--- src/rtl/pacls_pkg.sv ---
package pacls_pkg;

	// Field widths
	localparam int PROTO_W = 8;
	localparam int ADDR_W  = 32;
	localparam int PORT_W  = 16;
	localparam int LEN_W   = 16;
	localparam int ACT_W   = 8;
	localparam int MODE_W  = 3;
	localparam int HASH_W  = 32;
	localparam int KEY_W   = 2 * ADDR_W + 2 * PORT_W;
	localparam int IN_W    = PROTO_W + KEY_W + LEN_W;

	// Pipeline depth: one FNV round per byte, then the worker residue
	localparam int HASH_ROUNDS = KEY_W / 8;
	localparam int RES_STAGES  = 4;
	localparam int STAGES      = HASH_ROUNDS + RES_STAGES;

	localparam logic [HASH_W-1:0] FNV_BASIS = 32'd2166136261;
	localparam logic [HASH_W-1:0] FNV_PRIME = 32'd16777619;

	// Action rules
	localparam logic [MODE_W-1:0] MODE_PASS   = 3'd0;
	localparam logic [MODE_W-1:0] MODE_FILTER = 3'd1;
	localparam logic [MODE_W-1:0] MODE_HASH   = 3'd2;
	localparam logic [MODE_W-1:0] MODE_BATCH  = 3'd3;
	localparam logic [MODE_W-1:0] MODE_SIZE   = 3'd4;

	localparam logic [PROTO_W-1:0] PROTO_TCP = 8'd6;
	localparam logic [PROTO_W-1:0] PROTO_UDP = 8'd17;

	localparam logic [PORT_W-1:0] PORT_HTTP    = 16'd80;
	localparam logic [PORT_W-1:0] PORT_HTTPS   = 16'd443;
	localparam logic [PORT_W-1:0] PORT_UDP_MIN = 16'd1024;

	localparam logic [LEN_W-1:0] SIZE_LIM0 = 16'd128;
	localparam logic [LEN_W-1:0] SIZE_LIM1 = 16'd256;
	localparam logic [LEN_W-1:0] SIZE_LIM2 = 16'd512;
	localparam logic [LEN_W-1:0] SIZE_LIM3 = 16'd1024;

	localparam logic [ACT_W-1:0] ACT_PASS_MARK = 8'h80;

	// Per-item control that rides along the pipeline
	typedef struct packed {
		logic [MODE_W-1:0] mode;
		logic [ACT_W-1:0]  act;
	} side_t;

	typedef struct packed {
		logic [ACT_W-1:0] act;
		logic             counted;
	} result_t;

endpackage

--- src/rtl/pacls_fnv_chain.sv ---
module pacls_fnv_chain (
	input  logic                                    clk,
	input  logic [pacls_pkg::HASH_ROUNDS-1:0]       en,
	input  logic [pacls_pkg::KEY_W-1:0]             key,
	input  pacls_pkg::side_t                        side_in,
	output logic [pacls_pkg::HASH_W-1:0]            hash,
	output pacls_pkg::side_t                        side_out
);
	import pacls_pkg::*;

	logic [HASH_W-1:0] hash_s [HASH_ROUNDS];
	logic [KEY_W-1:0]  key_s  [HASH_ROUNDS];
	side_t             side_s [HASH_ROUNDS];

	// One round per stage: xor the next key byte, multiply by the prime
	for (genvar r = 0; r < HASH_ROUNDS; r++) begin : g_round
		logic [HASH_W-1:0] h_prev;
		logic [KEY_W-1:0]  k_prev;
		side_t             sd_prev;
		logic [HASH_W-1:0] mixed;

		if (r == 0) begin : g_first
			assign h_prev  = FNV_BASIS;
			assign k_prev  = key;
			assign sd_prev = side_in;
		end else begin : g_next
			assign h_prev  = hash_s[r-1];
			assign k_prev  = key_s[r-1];
			assign sd_prev = side_s[r-1];
		end

		assign mixed = h_prev ^ {{(HASH_W-8){1'b0}}, k_prev[8*r +: 8]};

		always_ff @(posedge clk) begin
			if (en[r]) begin
				hash_s[r] <= mixed * FNV_PRIME;
				key_s[r]  <= k_prev;
				side_s[r] <= sd_prev;
			end
		end
	end

	assign hash     = hash_s[HASH_ROUNDS-1];
	assign side_out = side_s[HASH_ROUNDS-1];

endmodule

--- src/rtl/pacls_residue.sv ---
module pacls_residue #(
	parameter int WORKER_COUNT = 8
) (
	input  logic                                 clk,
	input  logic [pacls_pkg::RES_STAGES-1:0]     en,
	input  logic [pacls_pkg::HASH_W-1:0]         hash,
	input  pacls_pkg::side_t                     side_in,
	output pacls_pkg::result_t                   result
);
	import pacls_pkg::*;

	localparam int RW  = $clog2(WORKER_COUNT);
	localparam int PW  = 8 + RW;
	localparam int SW  = PW + 2;
	localparam longint unsigned MUL = (64'd1 << SW) / WORKER_COUNT;
	localparam logic [RW-1:0] C0 = RW'(1 % WORKER_COUNT);
	localparam logic [RW-1:0] C1 = RW'((64'd1 << 8) % WORKER_COUNT);
	localparam logic [RW-1:0] C2 = RW'((64'd1 << 16) % WORKER_COUNT);
	localparam logic [RW-1:0] C3 = RW'((64'd1 << 24) % WORKER_COUNT);
	localparam logic [SW-1:0] WDIV = SW'(WORKER_COUNT);

	logic [HASH_W-1:0] dvd;
	logic [PW-1:0]     prod_s1 [4];
	side_t             side_s1, side_s2, side_s3;
	logic [SW-1:0]     val_s2, val_s3;
	logic [SW-1:0]     quo_s3;
	logic [2*SW-1:0]   recip;
	logic [SW-1:0]     rem_raw, rem_fix;
	logic [6:0]        worker;
	logic [ACT_W-1:0]  act_d;
	result_t           res_s4;

	// Batch mode balances on the upper half of the hash
	assign dvd = (side_in.mode == MODE_BATCH) ? {16'b0, hash[31:16]} : hash;

	// Fold the 32-bit dividend into a short sum with the same residue
	always_ff @(posedge clk) begin
		if (en[0]) begin
			prod_s1[0] <= PW'(dvd[7:0])   * PW'(C0);
			prod_s1[1] <= PW'(dvd[15:8])  * PW'(C1);
			prod_s1[2] <= PW'(dvd[23:16]) * PW'(C2);
			prod_s1[3] <= PW'(dvd[31:24]) * PW'(C3);
			side_s1    <= side_in;
		end
	end

	always_ff @(posedge clk) begin
		if (en[1]) begin
			val_s2  <= SW'(prod_s1[0]) + SW'(prod_s1[1]) + SW'(prod_s1[2]) + SW'(prod_s1[3]);
			side_s2 <= side_s1;
		end
	end

	// Quotient estimate by reciprocal, at most one short
	assign recip = (2*SW)'(val_s2) * (2*SW)'(MUL);

	always_ff @(posedge clk) begin
		if (en[2]) begin
			quo_s3  <= recip[2*SW-1:SW];
			val_s3  <= val_s2;
			side_s3 <= side_s2;
		end
	end

	always_comb begin
		rem_raw = val_s3 - SW'(quo_s3 * WDIV);
		rem_fix = (rem_raw >= WDIV) ? rem_raw - WDIV : rem_raw;
		worker  = 7'(rem_fix[RW-1:0]);
		case (side_s3.mode)
			MODE_HASH:  act_d = worker[0] ? {1'b0, worker} : (ACT_PASS_MARK | {1'b0, worker});
			MODE_BATCH: act_d = ACT_PASS_MARK | {1'b0, worker};
			default:    act_d = side_s3.act;
		endcase
	end

	always_ff @(posedge clk) begin
		if (en[3]) begin
			res_s4.act     <= act_d;
			res_s4.counted <= (act_d != '0);
		end
	end

	assign result = res_s4;

endmodule

--- src/rtl/packet_action_classifier_top.sv ---
// Packet action classifier. Each input beat carries one packet's header
// fields; each output beat carries its action byte (tdata) and a flag that
// is set when that byte is nonzero (tuser). One beat is accepted every
// cycle unless stalled, and results come out in order after twelve FNV-1a
// rounds, one 32-bit multiply per stage, then four stages that reduce the
// hash modulo WORKER_COUNT and form the action. A stall on the output side
// backs up only as far as the pipeline is full, so empty stages keep
// taking beats. action_mode may be written only while the pipeline is empty.
module packet_action_classifier_top #(
	parameter int WORKER_COUNT = 8
) (
	input  logic                               clk,
	input  logic                               arst_n,
	input  logic                               cfg_we,
	input  logic [pacls_pkg::MODE_W-1:0]       cfg_wdata,   // action_mode
	input  logic                               s_tvalid,
	output logic                               s_tready,
	// ip_protocol, source_address, dest_address, source_port, dest_port,
	// packet_length
	input  logic [pacls_pkg::IN_W-1:0]         s_tdata,
	output logic                               m_tvalid,
	input  logic                               m_tready,
	output logic [pacls_pkg::ACT_W-1:0]        m_tdata,     // action_code
	output logic                               m_tuser      // counted
);
	import pacls_pkg::*;

	logic [MODE_W-1:0]  mode_q;
	logic [STAGES-1:0]  en;
	logic [STAGES-1:0]  valid_s;
	logic [PROTO_W-1:0] in_proto;
	logic [PORT_W-1:0]  in_dport;
	logic [LEN_W-1:0]   in_len;
	logic [KEY_W-1:0]   in_key;
	side_t              side_in, side_hash;
	logic [HASH_W-1:0]  hash;
	result_t            result;

	always_ff @(posedge clk or negedge arst_n) begin
		if (!arst_n) begin
			mode_q <= MODE_PASS;
		end else if (cfg_we) begin
			mode_q <= cfg_wdata;
		end
	end

	// A stage advances when it is empty or the next one advances
	assign en[STAGES-1] = !valid_s[STAGES-1] || m_tready;
	for (genvar i = 0; i < STAGES - 1; i++) begin : g_en
		assign en[i] = !valid_s[i] || en[i+1];
	end

	always_ff @(posedge clk or negedge arst_n) begin
		if (!arst_n) begin
			valid_s <= '0;
		end else begin
			if (en[0]) begin
				valid_s[0] <= s_tvalid;
			end
			for (int i = 1; i < STAGES; i++) begin
				if (en[i]) begin
					valid_s[i] <= valid_s[i-1];
				end
			end
		end
	end

	assign s_tready = en[0];

	assign in_proto = s_tdata[PROTO_W-1:0];
	assign in_key   = s_tdata[PROTO_W +: KEY_W];
	assign in_dport = s_tdata[PROTO_W + 2*ADDR_W + PORT_W +: PORT_W];
	assign in_len   = s_tdata[PROTO_W + KEY_W +: LEN_W];

	// Rules that need no hash are settled on entry
	always_comb begin
		side_in.mode = mode_q;
		case (mode_q)
			MODE_FILTER: begin
				if (in_proto == PROTO_TCP) begin
					side_in.act = (in_dport == PORT_HTTP || in_dport == PORT_HTTPS) ? 8'd1 : 8'd0;
				end else if (in_proto == PROTO_UDP) begin
					side_in.act = (in_dport > PORT_UDP_MIN) ? 8'd1 : 8'd0;
				end else begin
					side_in.act = 8'd0;
				end
			end
			MODE_SIZE: begin
				if (in_len < SIZE_LIM0) begin
					side_in.act = 8'd0;
				end else if (in_len < SIZE_LIM1) begin
					side_in.act = 8'd1;
				end else if (in_len < SIZE_LIM2) begin
					side_in.act = 8'd2;
				end else if (in_len < SIZE_LIM3) begin
					side_in.act = 8'd3;
				end else begin
					side_in.act = 8'd4;
				end
			end
			default: side_in.act = 8'd1;
		endcase
	end

	pacls_fnv_chain u_fnv (
		.clk      (clk),
		.en       (en[HASH_ROUNDS-1:0]),
		.key      (in_key),
		.side_in  (side_in),
		.hash     (hash),
		.side_out (side_hash)
	);

	pacls_residue #(
		.WORKER_COUNT (WORKER_COUNT)
	) u_res (
		.clk     (clk),
		.en      (en[STAGES-1:HASH_ROUNDS]),
		.hash    (hash),
		.side_in (side_hash),
		.result  (result)
	);

	assign m_tvalid = valid_s[STAGES-1];
	assign m_tdata  = result.act;
	assign m_tuser  = result.counted;

endmodule

--- config.mk ---
export PLATFORM = sky130hd
export DESIGN_NAME = packet_action_classifier_top
export DESIGN_NICKNAME = d
export VERILOG_FILES = /design/src/rtl/pacls_pkg.sv /design/src/rtl/pacls_fnv_chain.sv /design/src/rtl/pacls_residue.sv /design/src/rtl/packet_action_classifier_top.sv
export SDC_FILE = /design/constraint.sdc
export NUM_CORES = 2
export LEC_CHECK = 0
export BUFFER_PORTS_ARGS = -buffer_cell sky130_fd_sc_hd__buf_2
export CAP_MARGIN = 40
export CORE_MARGIN = 2
export CORE_UTILIZATION = 35
export CTS_CLUSTER_SIZE = 28
export DETAILED_ROUTE_END_ITERATION = 7
export GPL_TIMING_DRIVEN = 0
export SLEW_MARGIN = 20
export SYNTH_ARGS = -nofsm -noshare
export SYNTH_HDL_FRONTEND = slang
export SYNTH_HIERARCHICAL = 1
export SYNTH_SLANG_ARGS = --single-unit
--- constraint.sdc ---
create_clock -name clk -period 9.8 [get_ports clk]
set_input_delay 2.45 -clock clk [delete_from_list [all_inputs] [get_ports clk]]
set_output_delay 2.45 -clock clk [all_outputs]
set_load 0.01 [all_outputs]
======== Word level (Yosys, flattened, before mapping) ========
Memories as Yosys holds them, arrays and structs flattened.
Cells that the tools add are included.
word-level totals
  flip-flop bits (word level) ............. 97
  RAM bits ................................ 1,700
  bits of input ports ..................... 128
  logic and storage cells ................. 149
  memories ................................ 4
memory list
  name           depth  bits a word  read ports  clocked after memory_dff  write ports  line                   text
  u_fnv.key_s    12     96           11          0                         12           pacls_fnv_chain.sv:12  logic [KEY_W-1:0] key_s [HASH_ROUNDS];
  u_fnv.hash_s   12     32           12          0                         12           pacls_fnv_chain.sv:11  logic [HASH_W-1:0] hash_s [HASH_ROUNDS];
  u_fnv.side_s   12     11           12          0                         12           pacls_fnv_chain.sv:13  side_t side_s [HASH_ROUNDS];
  u_res.prod_s1  4      8            4           0                         4            pacls_residue.sv:23    logic [PW-1:0] prod_s1 [4];
operators by class
  add/sub/neg operators ................... 5
  $mul .................................... 12
  magnitude comparators ................... 6
  equal/unequal tests ..................... 9
  muxes and demuxes ....................... 39
  bitwise operators ....................... 12
  reductions and logical operators ........ 34
operators with widths
  cell                      number
  $mul A32 B25 Y32 const B  12
  $xor A32 B8 Y32           11
  $pmux W8 S2               2
  $mux W1                   30
  $add A13 B11 Y13          2
  $logic_or A1 B1 Y1        17
  $eq A16 B7 Y1 const B     1
  $eq A16 B9 Y1 const B     1
  $gt A16 B11 Y1 const B    1
  $logic_not A1 Y1          16
  $lt A16 B10 Y1 const B    1
  $lt A16 B11 Y1 const B    1
  $lt A16 B8 Y1 const B     1
  $lt A16 B9 Y1 const B     1
  $mux W8                   2
  $mux W3                   5
  $not A4 Y14               1
  $ge A13 B4 Y1 const B     1
  $sub A13 B13 Y13          1
  $add A11 B11 Y12          1
  $eq A3 B2 Y1 const B      3
  $eq A8 B3 Y1 const B      1
  $eq A8 B5 Y1 const B      1
  $reduce_bool A8 Y1        1
  3 further kinds           3

======== Longest topological paths before layout ========
  word-level depth ........................ 19
  mapped depth ............................ 23
  mapped depth without buffers ............ 23

======== Hierarchy ========
Netlist, hierarchy kept.
by module, submodules not included
  module                        instances  cells each  area each (um^2)  seq. area each (um^2)
  pacls_fnv_chain               1          7,815       94,229.1          31,260.0
  pacls_residue                 1          73          1,720.4           1,531.5
  packet_action_classifier_top  1          96          932.1             475.5

======== Worst setup path before layout ========
Ideal clock, no wire load.
  kind .................................... input port to output port
  start point ............................. input m_tready
  end point ............................... output s_tready
  arrival time ............................ 6.987 ns
  path slack .............................. 0.363 ns
  stages .................................. 6
  path buffers ............................ 0
  cells stage by stage .................... nand3b_1 nor2_1 inv_1 nor3_2 and3_1 nand3_1
on the way
  word-level cells in the longest chain between the ends .. 16
ends and longest elaborated chain
  item                               line                                text
  start, declared                    packet_action_classifier_top.sv:22  input logic m_tready,
  $logic_or A1 B1 Y1                 packet_action_classifier_top.sv:48  assign en[STAGES-1] = !valid_s[STAGES-1] || m_tready;
  $logic_or A1 B1 Y1 (2 in series)   packet_action_classifier_top.sv:50  assign en[i] = !valid_s[i] || en[i+1];
  net en[13]                         packet_action_classifier_top.sv:29  logic [STAGES-1:0] en;
  $logic_or A1 B1 Y1 (13 in series)  packet_action_classifier_top.sv:50
  end, declared                      packet_action_classifier_top.sv:17  output logic s_tready,
The timed path passes the listed nets, and every way through them passes these cells.

======== Worst setup path in the final report ========
  start point ............................. input m_tready
  end point ............................... output s_tready
on the way
  word-level cells in the longest chain between the ends .. 16
ends and longest elaborated chain
  item                               line
  $logic_or A1 B1 Y1                 packet_action_classifier_top.sv:48
  $logic_or A1 B1 Y1                 packet_action_classifier_top.sv:50
  net en[14]                         packet_action_classifier_top.sv:29
  $logic_or A1 B1 Y1                 packet_action_classifier_top.sv:50
  net en[13]                         packet_action_classifier_top.sv:29
  $logic_or A1 B1 Y1 (13 in series)  packet_action_classifier_top.sv:50
The timed path passes the listed nets, and every way through them passes these cells.

==> results.cfg <==
[routing]
drc_errors = 0
wl_per_cell_microns = 14.5
vias = 30200
drtAntennaViolNets = 0
routed_wirelength_mm = 98.9
dr.pass1.iters = 4
vias_per_cell = 4.43
first_iter_violations = 1074

[finish]
area_growth_syn_to_layout_pct = 12.3
layout.nets = 6178
final_common_cell = ha_1
final_area_sq_um = 67300
post-route-util = 0.397
drive_above_1_share = 0.0761
num_antenna_cells = 0
layout_common_cells = 1176 x ha_1, 926 x edfxtp_1, 776 x inv_1

[global_route]
gr-usage-all-layers = 0.118
grt_pass1_wl_mm = 165
antenna_found_initial = 0
grt_max_degree = 68
overflow = 0
grt_pass1_vias = 32100

[clock_network]
post_cts_buffers = 0
clock_latency_ns = 0.76
postCtsResizedCells = 0
root_buffer = clkbuf_16
clk_path_buf_depth = 3
numCtsBuffers = 97
hold_buffers = 0
htreeDepth = 3
cts_tree = yes
cts.sinks = 945
cts.clk_slew.worst_paths_ns = 0.06

[logic_synthesis]
yosysWarnings = 6
syn_area_sq_um = 59900
netlist_instances = 4257
synth_area_per_cell_sq_um = 14.1

[worst_setup_path]
cpPeakStageDelay_ns = 0.64
cp_max_fo = 45
worst-setup-path-type = primary input to output pin
start_kind = primary input
path_buf_inv = 4
critical_path.slowest_cell = nor3_2
crit_required_ns = 7.35
cp-end-kind = output pin
worstPathCellList = buf_2 > nand3b_1 > nor2_1 > inv_1 > nor3_2 > and3_1 > nand3_4 > buf_16 > buf_2
crit_family = simple AND/OR/NAND/NOR gates
crit_path_frequent_cell = buf_2
arrival_ns = 6.20

[sta]
drv_slew = 0
whs_ns = 0.364
tns_ns = 0
setup_violations = 0
hold_viol_final = 0
fmax_mhz = 116
rsz0062_at_grt = no
tightest_slew_ns = 0.762
fin_worst_skew_ns = 0.0629
min_period_ns = 8.65
timing.final.crit_share = 0.882
relSlewSlack = 0.491

[placed_design]
hpwl_mm = 78.6
routabilityCongestion = 0.791
io_buffers = 131
placed_area_sq_um = 63900

[hold_path]
worstHoldPathType = flip-flop to flip-flop

[floorplanning]
ios = 139
core.rowCount = 151
coreArea_sq_um = 170000
fp.dieArea_sq_um = 175000
die_width_microns = 418
die_y_microns = 418
start_util = 0.353

[outcome]
outcome = complete, no violations

[run]
cap_violations = 0
final timing paths:
path	depth (start not counted)	end	startpoint	slack (ns)
max in group asynchronous	1	mode_q[2]	arst_n	7.80
worst max register to register	20	u_fnv/hash_s[1][114]	u_fnv/key_s[6][59]	4.02
worst max-delay path	9	s_tready	m_tready	1.15
worst min register to register	0	u_fnv/key_s[8][77]	u_fnv/key_s[7][77]	0.36
worst min-delay path	0	u_fnv/key_s[8][77]	u_fnv/key_s[7][77]	0.36
min in group asynchronous	1	valid_s[4]	arst_n	1.65
flip-flops by register name (all words and copies together), names as in the netlist, 9 cells and up:
name,count
u_fnv/side_s,132
u_fnv/key_s,528
u_res/side_s2,11
valid_s,16
u_res/result,9
u_res/side_s3,11
u_fnv/hash_s,215
u_res/side_s1,11
final cells by class:
cell class                 instances  area [sq um]
fill                           15800        102000
multi-input combinational       2531         28800
sequential                       945         28300
inverter                         779          2930
tap                             2218          2780
clock buffer                     119          2530
timing repair buffer             154          1100
clock inverter                    63           885
buffer                             6          30.0
metal layers:
layer	routed length [microns]	vias up	global-route usage
li1	-	15200	-
met1	45500	14600	0.150
met2	48200	260	0.205
met3	2630	109	0.0166
met4	2510	0	0.0397
met5	0	-	0
worst reg2reg max path, stage by stage (launching register included):
cell and delay (ns):
edfxtp_1 0.38, xnor2_1 0.46, inv_1 0.19, ha_1 0.34
ha_1 0.37, fa_1 0.45, ha_1 0.22, fa_1 0.44
ha_1 0.29, inv_1 0.04, fa_1 0.47, inv_1 0.05
ha_1 0.35, and3_1 0.22, nand4_1 0.10, a21oi_1 0.24
o21ai_0 0.19, o21ai_0 0.32, a21o_1 0.16, a21oi_1 0.07
xnor2_1 0.15
metrics by stage:
stage / setup slack (ns) / std cells
floorplan: 0.582 / 4261
global placement: -3.16 / 6610
detailed placement: 1.08 / 6631
CTS: 1.07 / 6813
global route: 0.818 / 6815
finish: 1.15 / 6815
Power is left out: the tool's default activity adds up to more than one toggle a clock period on the data nets, which glitch-free logic cannot reach.
